==> src/sv/rbc_pkg.sv <==
// ----------------------------------------------------------------------------
// Reorder buffer commit package
// Shared types and command, op and status codes.
// ----------------------------------------------------------------------------
package rbc_pkg;

   localparam logic [1:0] CMD_PUSH     = 2'd0;
   localparam logic [1:0] CMD_COMPLETE = 2'd1;
   localparam logic [1:0] CMD_COMMIT   = 2'd2;
   localparam logic [1:0] CMD_NONE     = 2'd3;

   localparam logic [2:0] OP_ADD  = 3'd0;
   localparam logic [2:0] OP_LOAD = 3'd4;
   localparam logic [2:0] OP_JUMP = 3'd5;

   localparam logic [1:0] ST_OK       = 2'd0;
   localparam logic [1:0] ST_FULL     = 2'd1;
   localparam logic [1:0] ST_BAD_OP   = 2'd2;
   localparam logic [1:0] ST_BAD_SLOT = 2'd3;

   localparam int REQ_BITS = 82;
   localparam int RSP_BITS = 84;

   typedef struct packed {
      logic signed [31:0] done_value;
      logic [3:0]         entry_index;
      logic signed [31:0] predicted_value;
      logic [3:0]         station_tag;
      logic [4:0]         dest_reg;
      logic [2:0]         op;
      logic [1:0]         cmd;
   } req_type;

   typedef struct packed {
      logic               running;
      logic signed [31:0] new_pc;
      logic               flush;
      logic [3:0]         clear_tag;
      logic               clear_enable;
      logic signed [31:0] wb_value;
      logic [4:0]         wb_reg;
      logic               wb_enable;
      logic               retired;
      logic [3:0]         alloc_entry;
      logic [1:0]         status;
   } rsp_type;

endpackage

==> src/sv/rbc_queue.sv <==
// ----------------------------------------------------------------------------
// Reorder buffer command queue
// Two-entry queue between the front end and the execute stage.
// ----------------------------------------------------------------------------
module rbc_queue import rbc_pkg::*; (
   input  logic    clock,
   input  logic    reset,
   input  logic    in_valid,
   output logic    in_ready,
   input  req_type in_data,
   output logic    out_valid,
   input  logic    out_ready,
   output req_type out_data
);
   req_type   slot_ff [2];
   logic      rd_ff, rd_in, wr_ff, wr_in;
   logic [1:0] count_ff, count_in;
   logic      push, pop;

   assign in_ready  = (count_ff != 2'd2);
   assign out_valid = (count_ff != 2'd0);
   assign out_data  = slot_ff[rd_ff];
   assign push = in_valid && in_ready;
   assign pop  = out_valid && out_ready;

   always_comb begin
      rd_in = pop ? ~rd_ff : rd_ff;
      wr_in = push ? ~wr_ff : wr_ff;
      count_in = count_ff + {1'b0, push} - {1'b0, pop};
   end

   always_ff @(posedge clock) begin
      if (reset) begin
         rd_ff <= 1'b0;
         wr_ff <= 1'b0;
         count_ff <= 2'd0;
      end else begin
         rd_ff <= rd_in;
         wr_ff <= wr_in;
         count_ff <= count_in;
      end
      if (push) begin
         slot_ff[wr_ff] <= in_data;
      end
   end

   assert property (@(posedge clock) disable iff (reset) count_ff != 2'd3)
      else $error("queue count out of range");
   assert property (@(posedge clock) disable iff (reset)
      (count_ff == 2'd2 && !pop) |=> count_ff == 2'd2)
      else $error("queue lost an entry");
   assert property (@(posedge clock) disable iff (reset)
      (count_ff == 2'd0) |-> !out_valid)
      else $error("queue shows data when empty");
endmodule

==> src/sv/rbc_exec.sv <==
// ----------------------------------------------------------------------------
// Reorder buffer execute stage
// Holds the ring and does push, complete and commit, one command a cycle unless stalled.
// ----------------------------------------------------------------------------
module rbc_exec import rbc_pkg::*; #(
   parameter int PcIndex = 31
) (
   input  logic    clock,
   input  logic    reset,
   input  logic    in_valid,
   output logic    in_ready,
   input  req_type in_data,
   output logic    out_valid,
   input  logic    out_ready,
   output rsp_type out_data
);
   localparam int Depth = 16;

   logic [2:0]  op_mem   [Depth];
   logic [4:0]  dest_mem [Depth];
   logic [3:0]  tag_mem  [Depth];
   logic [31:0] res_mem  [Depth];
   logic [31:0] pred_mem [Depth];
   logic [Depth-1:0] ready_ff, ready_in;
   logic [3:0]  head_ff, head_in, tail_ff, tail_in;
   logic [4:0]  occ_ff, occ_in;
   logic        valid_ff, valid_in;
   rsp_type     rsp_ff, rsp_in;
   logic        take, do_push, do_complete, in_range;
   logic [3:0]  slot_offset, h, ring_span;

   assign in_ready  = !valid_ff || out_ready;
   assign out_valid = valid_ff;
   assign out_data  = rsp_ff;
   assign take = in_valid && in_ready;
   assign h = head_ff;
   assign slot_offset = in_data.entry_index - head_ff;
   assign ring_span = tail_ff - head_ff;
   assign in_range = ({1'b0, slot_offset} < occ_ff);
   assign do_push = take && in_data.cmd == CMD_PUSH && occ_ff != 5'(Depth);
   assign do_complete = take && in_data.cmd == CMD_COMPLETE && in_range;

   always_comb begin
      ready_in = ready_ff;
      head_in  = head_ff;
      tail_in  = tail_ff;
      occ_in   = occ_ff;
      rsp_in   = '0;
      rsp_in.running = 1'b1;
      valid_in = take ? 1'b1 : (valid_ff && !out_ready);
      case (in_data.cmd)
         CMD_PUSH: begin
            if (!do_push) begin
               rsp_in.status = ST_FULL;
            end else begin
               rsp_in.alloc_entry = tail_ff;
               ready_in[tail_ff] = 1'b0;
               tail_in = tail_ff + 4'd1;
               occ_in = occ_ff + 5'd1;
            end
         end
         CMD_COMPLETE: begin
            if (!in_range) begin
               rsp_in.status = ST_BAD_SLOT;
            end else begin
               ready_in[in_data.entry_index] = 1'b1;
            end
         end
         CMD_COMMIT: begin
            if (occ_ff != 5'd0 && ready_ff[h]) begin
               rsp_in.retired = 1'b1;
               ready_in[h] = 1'b0;
               head_in = h + 4'd1;
               occ_in = occ_ff - 5'd1;
               if (op_mem[h] <= OP_LOAD) begin
                  rsp_in.wb_enable = 1'b1;
                  rsp_in.wb_reg = dest_mem[h];
                  rsp_in.wb_value = res_mem[h];
                  rsp_in.clear_enable = 1'b1;
                  rsp_in.clear_tag = tag_mem[h];
               end else if (op_mem[h] == OP_JUMP) begin
                  if (res_mem[h] != pred_mem[h]) begin
                     rsp_in.flush = 1'b1;
                     rsp_in.new_pc = res_mem[h];
                     rsp_in.wb_reg = 5'(PcIndex);
                     rsp_in.running = 1'b0;
                     ready_in = '0;
                     head_in = tail_ff;
                     occ_in = 5'd0;
                  end else begin
                     rsp_in.wb_reg = dest_mem[h];
                     rsp_in.clear_enable = 1'b1;
                     rsp_in.clear_tag = tag_mem[h];
                  end
               end else begin
                  rsp_in.status = ST_BAD_OP;
                  rsp_in.running = 1'b0;
               end
            end
         end
         default: begin
         end
      endcase
      if (!take) begin
         ready_in = ready_ff;
         head_in  = head_ff;
         tail_in  = tail_ff;
         occ_in   = occ_ff;
      end
   end

   always_ff @(posedge clock) begin
      if (reset) begin
         ready_ff <= '0;
         head_ff  <= '0;
         tail_ff  <= '0;
         occ_ff   <= '0;
         valid_ff <= 1'b0;
      end else begin
         ready_ff <= ready_in;
         head_ff  <= head_in;
         tail_ff  <= tail_in;
         occ_ff   <= occ_in;
         valid_ff <= valid_in;
      end
      if (take) begin
         rsp_ff <= rsp_in;
      end
      if (do_push) begin
         op_mem[tail_ff]   <= in_data.op;
         dest_mem[tail_ff] <= in_data.dest_reg;
         tag_mem[tail_ff]  <= in_data.station_tag;
         pred_mem[tail_ff] <= in_data.predicted_value;
         res_mem[tail_ff]  <= '1;
      end else if (do_complete) begin
         res_mem[in_data.entry_index] <= in_data.done_value;
      end
   end

   assert property (@(posedge clock) disable iff (reset) occ_ff <= 5'(Depth))
      else $error("occupancy above depth");
   assert property (@(posedge clock) disable iff (reset)
      (occ_ff != 5'(Depth)) |-> ({1'b0, ring_span} == occ_ff))
      else $error("pointers disagree with occupancy");
   assert property (@(posedge clock) disable iff (reset)
      (take && rsp_in.flush) |=> occ_ff == 5'd0 && ready_ff == '0)
      else $error("flush left entries");
   assert property (@(posedge clock) disable iff (reset)
      (valid_ff && !out_ready) |=> valid_ff)
      else $error("result dropped");
endmodule

==> src/sv/reorder_buffer_commit_top.sv <==
// ----------------------------------------------------------------------------
// Reorder buffer commit top level
// In-order 16-entry reorder buffer with push, complete and commit commands.
// ----------------------------------------------------------------------------
// Channel   Direction  Handshake          Payload
// req       in         tvalid/tready      command item, cmd on tuser
// rsp       out        tvalid/tready      one result item per command
//
// A command passes a two-entry queue and is then executed into the result
// register, so the block sustains one item per cycle with no stalls.
// Throughput falls below one item per cycle only while rsp_tready is low.
// Reset is synchronous and empties the buffer, queue and result register.
// A stalled rsp side fills the queue, then deasserts req_tready.
module reorder_buffer_commit_top import rbc_pkg::*; #(
   parameter int PC_INDEX = 31
) (
   input  logic        clock,
   input  logic        reset,
   input  logic        req_tvalid,
   output logic        req_tready,
   // cmd
   input  logic [1:0]  req_tuser,
   // op, dest_reg, station_tag, predicted_value, entry_index, done_value
   input  logic [79:0] req_tdata,
   output logic        rsp_tvalid,
   input  logic        rsp_tready,
   // status, alloc_entry, retired, wb_enable, wb_reg, wb_value, clear_enable,
   // clear_tag, flush, new_pc, running
   output logic [87:0] rsp_tdata
);
   req_type q_data;
   rsp_type r_data;
   logic    q_valid, q_ready;

   rbc_queue u_queue (
      .clock, .reset,
      .in_valid(req_tvalid), .in_ready(req_tready),
      .in_data(req_type'({req_tdata, req_tuser})),
      .out_valid(q_valid), .out_ready(q_ready), .out_data(q_data)
   );

   rbc_exec #(.PcIndex(PC_INDEX)) u_exec (
      .clock, .reset,
      .in_valid(q_valid), .in_ready(q_ready), .in_data(q_data),
      .out_valid(rsp_tvalid), .out_ready(rsp_tready), .out_data(r_data)
   );

   assign rsp_tdata = {4'd0, r_data};
endmodule

==> config.mk <==
export PLATFORM = sky130hd
export DESIGN_NAME = reorder_buffer_commit_top
export DESIGN_NICKNAME = d
export VERILOG_FILES = /design/src/sv/rbc_pkg.sv /design/src/sv/rbc_queue.sv /design/src/sv/rbc_exec.sv /design/src/sv/reorder_buffer_commit_top.sv
export SDC_FILE = /design/constraint.sdc
export NUM_CORES = 1
export LEC_CHECK = 0
export BUFFER_PORTS_ARGS = -buffer_cell sky130_fd_sc_hd__buf_4
export CAP_MARGIN = 25
export CORE_MARGIN = 8
export CORE_UTILIZATION = 37
export CTS_BUF_LIST = sky130_fd_sc_hd__clkbuf_4 sky130_fd_sc_hd__clkbuf_8
export CTS_CLUSTER_SIZE = 20
export DETAILED_ROUTE_END_ITERATION = 12
export SLEW_MARGIN = 20
export SYNTH_ARGS = -nofsm -noshare
export SYNTH_HDL_FRONTEND = slang
export SYNTH_SLANG_ARGS = --single-unit
==> constraint.sdc <==
create_clock -name clock -period 5.54 [get_ports clock]
set_clock_uncertainty 0.15 [all_clocks]
set_input_delay 0.554 -clock clock [delete_from_list [all_inputs] [get_ports clock]]
set_output_delay 0.554 -clock clock [all_outputs]
set_load 0.1 [all_outputs]
==> impl_metrics.tcl, run 1 <==
set metrics [dict create \
    placed_cell_area_mm2 0.0629 \
    dr.first_iter.drc_count 2883 \
    drc 0 \
    crit_arrival_ns 5.21 \
    async_reset_ff_share_pct 0 \
    synth-simple-area-share_pct 2.33 \
    cts-root-buf "clkbuf_8" \
    yosys.cell_count.top_type "edfxtp_1" \
    ys_ff_latch 1503 \
    ys_types 64 \
    finalSetupViolCount 0 \
    max_freq_ghz 0.209 \
    worstSetupPathType "flop to flop" \
    fin_crit_ns 4.79 \
    hold_buffers 86 \
    h-tree-depth 4 \
    dp_cells 4987 \
    yosys_warnings 0 \
    rows 146 \
    design_area_mm2 0.0685 \
    synth_adder_area_share_pct 0.505 \
    synth_top_area_share_pct 75.2 \
    synth_xor_area_share_pct 0.600 \
    antenna_found_initial 8 \
    critPathLaunchType "flop" \
    post_cts_resize_count 0 \
    place_hpwl_um 87200 \
    core_area_mm2 0.158 \
    drive_above_1_share_pct 31.7 \
    syn_area_mm2 0.0584 \
    vias_per_cell 5.36 \
    yosys.area.top_type "edfxtp_1" \
    leakage_nw 21.9 \
    min_path_type "input port to flop" \
    final_antenna_net_count 0 \
    ir_drop_mv 0.412 \
    fin_crit_sh_pct 86.4 \
    hold_viol 0 \
    grt-ovfl-total 0 \
    fin_nets 3350 \
    grt_pass1_vias 30800 \
    ios 176 \
    fin_total_pwr_mw 28.7 \
    yosys-top-cells-area "edfxtp_1 (75%), mux4_2 (12%), mux2i_1 (1.9%)" \
    fp.dieW_um 413 \
    synth_mux_area_share_pct 15.2 \
    syn_avg_cell_area_um2 21.2 \
    drt_pass1_iterations 7 \
    yosysSeqAreaShare_pct 76.6 \
    gr-usage-all-layers_pct 17.2 \
    area_delta_synth_final_pct 17.2 \
    chipHeight_um 413 \
    dieArea_mm2 0.171 \
    cts_tree "yes" \
    status "completed" \
    crit_required_ns 5.96 \
    synth_edf_count 1464 \
    synth_top_family_by_area "multiplexers" \
    synth-compound-area-share_pct 2.91 \
    initial_core_util_pct 37.1 \
    synth_common_cells "edfxtp_1 (1464), mux4_2 (302), mux2i_1 (111)" \
    worstSetupEndpointType "flop" \
    io_buffer_count 171 \
    setup_tns_ns 0 \
    wl_per_cell_um 27.1 \
    cpPeakStageDelay_ns 0.51 \
    max-cap-violations 0 \
    drt-total-wl_um 149000 \
    slew_viol_final 0 \
    grt_pass1_wl_um 215000 \
    slowest_stage "nor2_4" \
    syn-instance-count 2756 \
    clk_path_buf_depth 3 \
    layout.cells.non_filler 5513 \
    cts_made_buffers 238 \
    p_per_area_mw_per_mm2 419 \
    grt_max_degree 79 \
    crit_chain "mux2i_1 > buf_4 > ha_1 > inv_1 > fa_1 > ha_1 > a21boi_0 > o21ai_0 > nand2b_1 > a21oi_1 > o21ai_0 > nor2_4 > mux2i_1 > nand3_1 > nor2_4 > buf_12" \
    ys.flop_type "edfxtp_1" \
    place_congestion 0.815 \
    path_clk_slew_ns 0.06 \
    via_count 29600 \
    worst_slew_pin_slew_ns 1.02 \
    grt_setup_unrepaired "no" \
    slew_headroom_pct 31.7 \
    clock_sinks 1503 \
    clock_latency_ns 0.94 \
    critPathMaxFanout 23 \
    post-cts-setup-buffers 0 \
]
==> cell families after synthesis <==
logic type               after synthesis
AND/OR/NAND/NOR                      286
flip-flops                          1503
AO/OA/AOI/OAI                        249
adder cells (fa/ha/maj)               23
buffers and inverters                178
XOR/XNOR                              40
other                                  1
multiplexers                         476
==> area by class of cell <==
class                      count  area [um^2]
sequential                  1503        44800
inverter                      38          149
antenna                        5         12.5
timing repair buffer         382         3450
clock inverter               102          656
fill                       13500        89200
tap                         2072         2590
multi-input combinational   1078        12900
clock buffer                 333         4000
==> state kept, by name (all words and copies together) (netlist names), 2 cells and up, named ones only <==
signal            flops
u_exec.res_mem      512
u_exec.occ_ff         5
u_exec.tag_mem       64
u_queue.slot_ff     164
u_exec.h              4
u_exec.op_mem        48
u_exec.out_data      84
u_exec.pred_mem     512
u_queue.count_ff      2
u_exec.dest_mem      80
u_exec.ready_ff      16
u_exec.tail_ff        4
==> layout by cell type, fill, tap and decap left out, drive strengths merged, types with 6 or more instances in the layout <==
master          n
edfxtp       1464
clkbuf        333
mux4          318
buf           296
mux2i         111
nor2          105
dlygate4sd3    86
clkinv         84
nand2          63
o21ai          59
a21oi          50
inv            48
mux2           47
a221oi         43
dfxtp          39
xnor2          23
ha             22
a31oi          20
and2           19
and3           18
xor2           17
a22o           16
nor3           16
nand3          15
o22ai          13
nor2b          13
nand2b         12
or2             7
o21a            7
nand4           7
a211oi          6
==> per-stage QoR <==
stage / hold WS [ns] / setup WS [ns] / utilization [%]
2_1_floorplan: 0.331 / -0.0995 / -
3_3_place_gp: 0.350 / 0.828 / 39.9
3_5_place_dp: 0.347 / 0.804 / 39.9
4_1_cts: 0.103 / 0.752 / 43.4
5_1_grt: 0.124 / 0.463 / 43.4
6_report: 0.212 / 0.752 / 43.4
==> layer usage <==
| layer | GRT usage [%] | vias to the layer above | share of wire (%) |
|---|---|---|---|
| met5 | 0 | - | 0.0087 |
| met4 | 4.68 | 2 | 2.3 |
| met3 | 3.38 | 254 | 6.5 |
| met2 | 27.8 | 1127 | 48 |
| met1 | 24.0 | 15700 | 43 |
| li1 | - | 12500 | - |
==> worst max-delay path: cells and delay by family (launching register included) <==
| kind | cells | cell delay (ns) |
|---|---|---|
| AND/OR/NAND/NOR | 4 | 1.25 |
| flip-flops | 1 | 0.40 |
| buffers and inverters | 3 | 0.49 |
| multiplexers | 2 | 0.54 |
| adder cells (fa/ha/maj) | 3 | 0.89 |
| AO/OA/AOI/OAI | 4 | 0.68 |
==> power breakdown <==
group,internal (mW),total (mW),switching [mW]
clock network,4.86,9.23,4.36
registers,13.8,14.1,0.245
logic,1.30,5.42,4.13
total,20.0,28.7,8.74
==> path summary, 6_finish.rpt <==
| kind | from | end | slack, ns | cells past startpoint |
|---|---|---|---|---|
| max reg2reg | flop | u_exec.res_mem[12][11] | 0.75 | 16 |
| min | req_tdata[19] | u_queue.slot_ff[0][21] | 0.21 | 2 |
| min reg2reg | u_queue.rd_ff | flop | 0.37 | 2 |
| max | flop | u_exec.res_mem[12][11] | 0.75 | 16 |
Power figures use the tool's default switching activity.
==> run 2, diff against run 1 <==
--- a/config.mk
+++ b/config.mk
@@ -5,8 +5,10 @@
 export SDC_FILE = /design/constraint.sdc
 export NUM_CORES = 1
 export LEC_CHECK = 0
-export BUFFER_PORTS_ARGS = -buffer_cell sky130_fd_sc_hd__buf_4
+export ABC_AREA = 1
+export BUFFER_PORTS_ARGS = -buffer_cell sky130_fd_sc_hd__buf_2
 export CAP_MARGIN = 25
+export CORE_ASPECT_RATIO = 0.75
 export CORE_MARGIN = 8
 export CORE_UTILIZATION = 37
 export CTS_BUF_LIST = sky130_fd_sc_hd__clkbuf_4 sky130_fd_sc_hd__clkbuf_8
==> impl_metrics.tcl, run 2 <==
set metrics [dict create \
    status "completed" \
    clock_sinks 1503 \
    critPathLaunchType "flop" \
    fin_crit_sh_pct 88.2 \
    crit_arrival_ns 5.36 \
    drt_pass1_iterations 5 \
    fin_nets 5693 \
    synth_top_area_share_pct 70.9 \
    clk_path_buf_depth 3 \
    yosys.cell_count.top_type "edfxtp_1" \
    syn_avg_cell_area_um2 11.7 \
    slew_headroom_pct 23.4 \
    ir_drop_mv 0.266 \
    leakage_nw 26.5 \
    cts_tree "yes" \
    combPwrFrac_pct 21.9 \
    grt_max_degree 192 \
    fin_total_pwr_mw 29.8 \
    synth_common_cells "edfxtp_1 (1464), nand2_1 (1332), nor2_1 (581)" \
    path_clk_slew_ns 0.07 \
    min_path_type "input port to flop" \
    worstSetupPathType "flop to flop" \
    chipHeight_um 371 \
    max_freq_ghz 0.205 \
    final_common_cell "edfxtp_1" \
    vias_per_cell 5.08 \
    final_cell_mix "edfxtp_1 (1464), nand2_1 (1332), nor2_1 (555)" \
    yosys_warnings 0 \
    wl_per_cell_um 21.4 \
    clock_latency_ns 0.96 \
    fp.dieW_um 489 \
    r2r-end "u_exec.res_mem[2][17]" \
    holdWs_ns 0.167 \
    max-cap-violations 0 \
    placed_cell_area_mm2 0.0656 \
    antenna_found_initial 7 \
    clkPwrFrac_pct 30.4 \
    cp-endpoint "u_exec.res_mem[2][17]" \
    internal_power_mw 19.9 \
    ys_types 43 \
    grt-ovfl-total 0 \
    yosys-top-cells-area "edfxtp_1 (71%), nand2_1 (8.1%), nand3_1 (3.9%)" \
    syn-instance-count 5278 \
    hold_depth 2 \
    p_per_area_mw_per_mm2 420 \
    ys.flop_type "edfxtp_1" \
    drive_above_1_share_pct 13.3 \
    grt_setup_unrepaired "no" \
    p_sw_mw 9.90 \
    nFillCells 15400 \
    grt_pass1_vias 38500 \
    hold_viol 0 \
    gr-usage-all-layers_pct 18.4 \
    finalSetupViolCount 0 \
    top_regs "u_exec.pred_mem x512, u_exec.res_mem x512, u_queue.slot_ff x164" \
    final_antenna_net_count 0 \
    fin_crit_ns 4.89 \
    design_area_mm2 0.0710 \
    ff2ff_setup_slack_ns 0.65 \
    worstSetupEndpointType "flop" \
    h-tree-depth 4 \
    ys_ff_latch 1503 \
    drt-total-wl_um 172000 \
    dr.first_iter.drc_count 5003 \
    worst_slew_pin_slew_ns 1.15 \
    critPathMaxFanout 17 \
    rows 130 \
    initial_core_util_pct 37.1 \
    yosysSeqAreaShare_pct 72.2 \
    syn_area_mm2 0.0620 \
    setup_tns_ns 0 \
    place_congestion 0.852 \
    ios 176 \
    reg2reg_depth 17 \
    core_area_mm2 0.167 \
    swShare_pct 33.2 \
    dieArea_mm2 0.181 \
    drc 0 \
    area_delta_synth_final_pct 14.4 \
    crit_required_ns 6.01 \
    post-cts-setup-buffers 0 \
    via_count 40700 \
    cts-root-buf "clkbuf_8" \
    cts_made_buffers 226 \
    yosys.area.top_type "edfxtp_1" \
    grt_pass1_wl_um 252000 \
    synth_edf_count 1464 \
    async_reset_ff_share_pct 0 \
    place_hpwl_um 97100 \
    seq_power_share_pct 47.7 \
    io_buffer_count 171 \
    slew_viol_final 0 \
]
-- run 2: changes by cell type in the layout (fill, tap and decap cells not counted), moves of 180 or more --
cell	before	now
nand3_1	15	479
buf_4	267	87
inv_1	36	322
nor2_1	69	555
o21ai_0	53	322
nand2_1	62	1332
mux4_2	302	0
-- run 2: worst min path at each step --
stage	slack (ns)	to	from
after CTS	0.07	u_queue.slot_ff[0][13]	req_tdata[11]
after global routing	0.13	u_queue.slot_ff[0][11]	req_tdata[9]
after global placement	0.28	flop	u_queue.rd_ff
after floorplan	0.28	flop	u_queue.rd_ff
after detailed placement	0.30	u_queue.rd_ff	u_queue.rd_ff
final	0.17	u_queue.slot_ff[0][11]	req_tdata[9]
-- run 2: power groups by stage --
| stage | Sequential (mW) | Clock, mW | Combinational [mW] |
|---|---|---|---|
| CTS | 14.2 | 9.24 | 6.52 |
| global route | 14.3 | 9.70 | 7.00 |
| detailed placement | 14.5 | 0 | 6.45 |
| global placement | 14.4 | 0 | 6.38 |
| floorplan | 16.1 | 0 | 2.74 |
| finish | 14.2 | 9.06 | 6.54 |
-- run 2: layout make-up --
type	instances	area, um^2	area share, %
sequential	1503	44800	63.1
multi-input combinational	3117	14600	20.6
clock buffer	320	3840	5.41
timing repair buffer	369	2880	4.06
tap	2244	2810	3.96
inverter	367	1410	1.99
clock inverter	87	616	0.868
antenna	4	10.0	0.0141
-- run 2: through the flow --
stage	std cells	setup slack, ns	util [%]
after floorplan	5281	-0.322	-
after global placement	7513	0.686	39.3
after detailed placement	7514	0.692	39.3
after CTS	8007	0.700	42.5
after global routing	8010	0.367	42.5
final	8011	0.653	42.5
-- run 2: critical path, stage by stage, from the launching register on --
cell      delay, ns
dfxtp_4        0.37
o21ai_0        0.29
inv_1          0.16
ha_1           0.35
a21oi_1        0.15
o21ai_0        0.12
xor2_1         0.18
ha_1           0.29
nand4_1        0.10
a21oi_1        0.05
a211oi_1       0.26
nand3_1        0.21
nor2_4         0.24
nand2_1        0.07
o21ai_0        0.25
nand3_1        0.51
nor2_4         0.54
buf_12         0.24
-- run 2: kinds of logic after synthesis --
group	after synthesis	share of synthesized area, %
simple gates	2425	15.8
flops	1503	72.2
buf+inv	661	4.77
compound gates	576	5.33
mux	76	1.32
fa+ha+maj	23	0.476
xor+xnor	13	0.184
other cells	1	0.00605
-- run 2: what timing repair did --
item                      CTS  global route
hold endpoints to repair  170             0
resized for setup           0             0
hold buffers               86             0
-- run 2: metal layers --
layer | GRT usage, % | part of all wire [%]
met1 | 28.0 | 46
met3 | 4.19 | 9.7
met2 | 26.3 | 42
met4 | 4.74 | 2.0
met5 | 0 | 0.0047
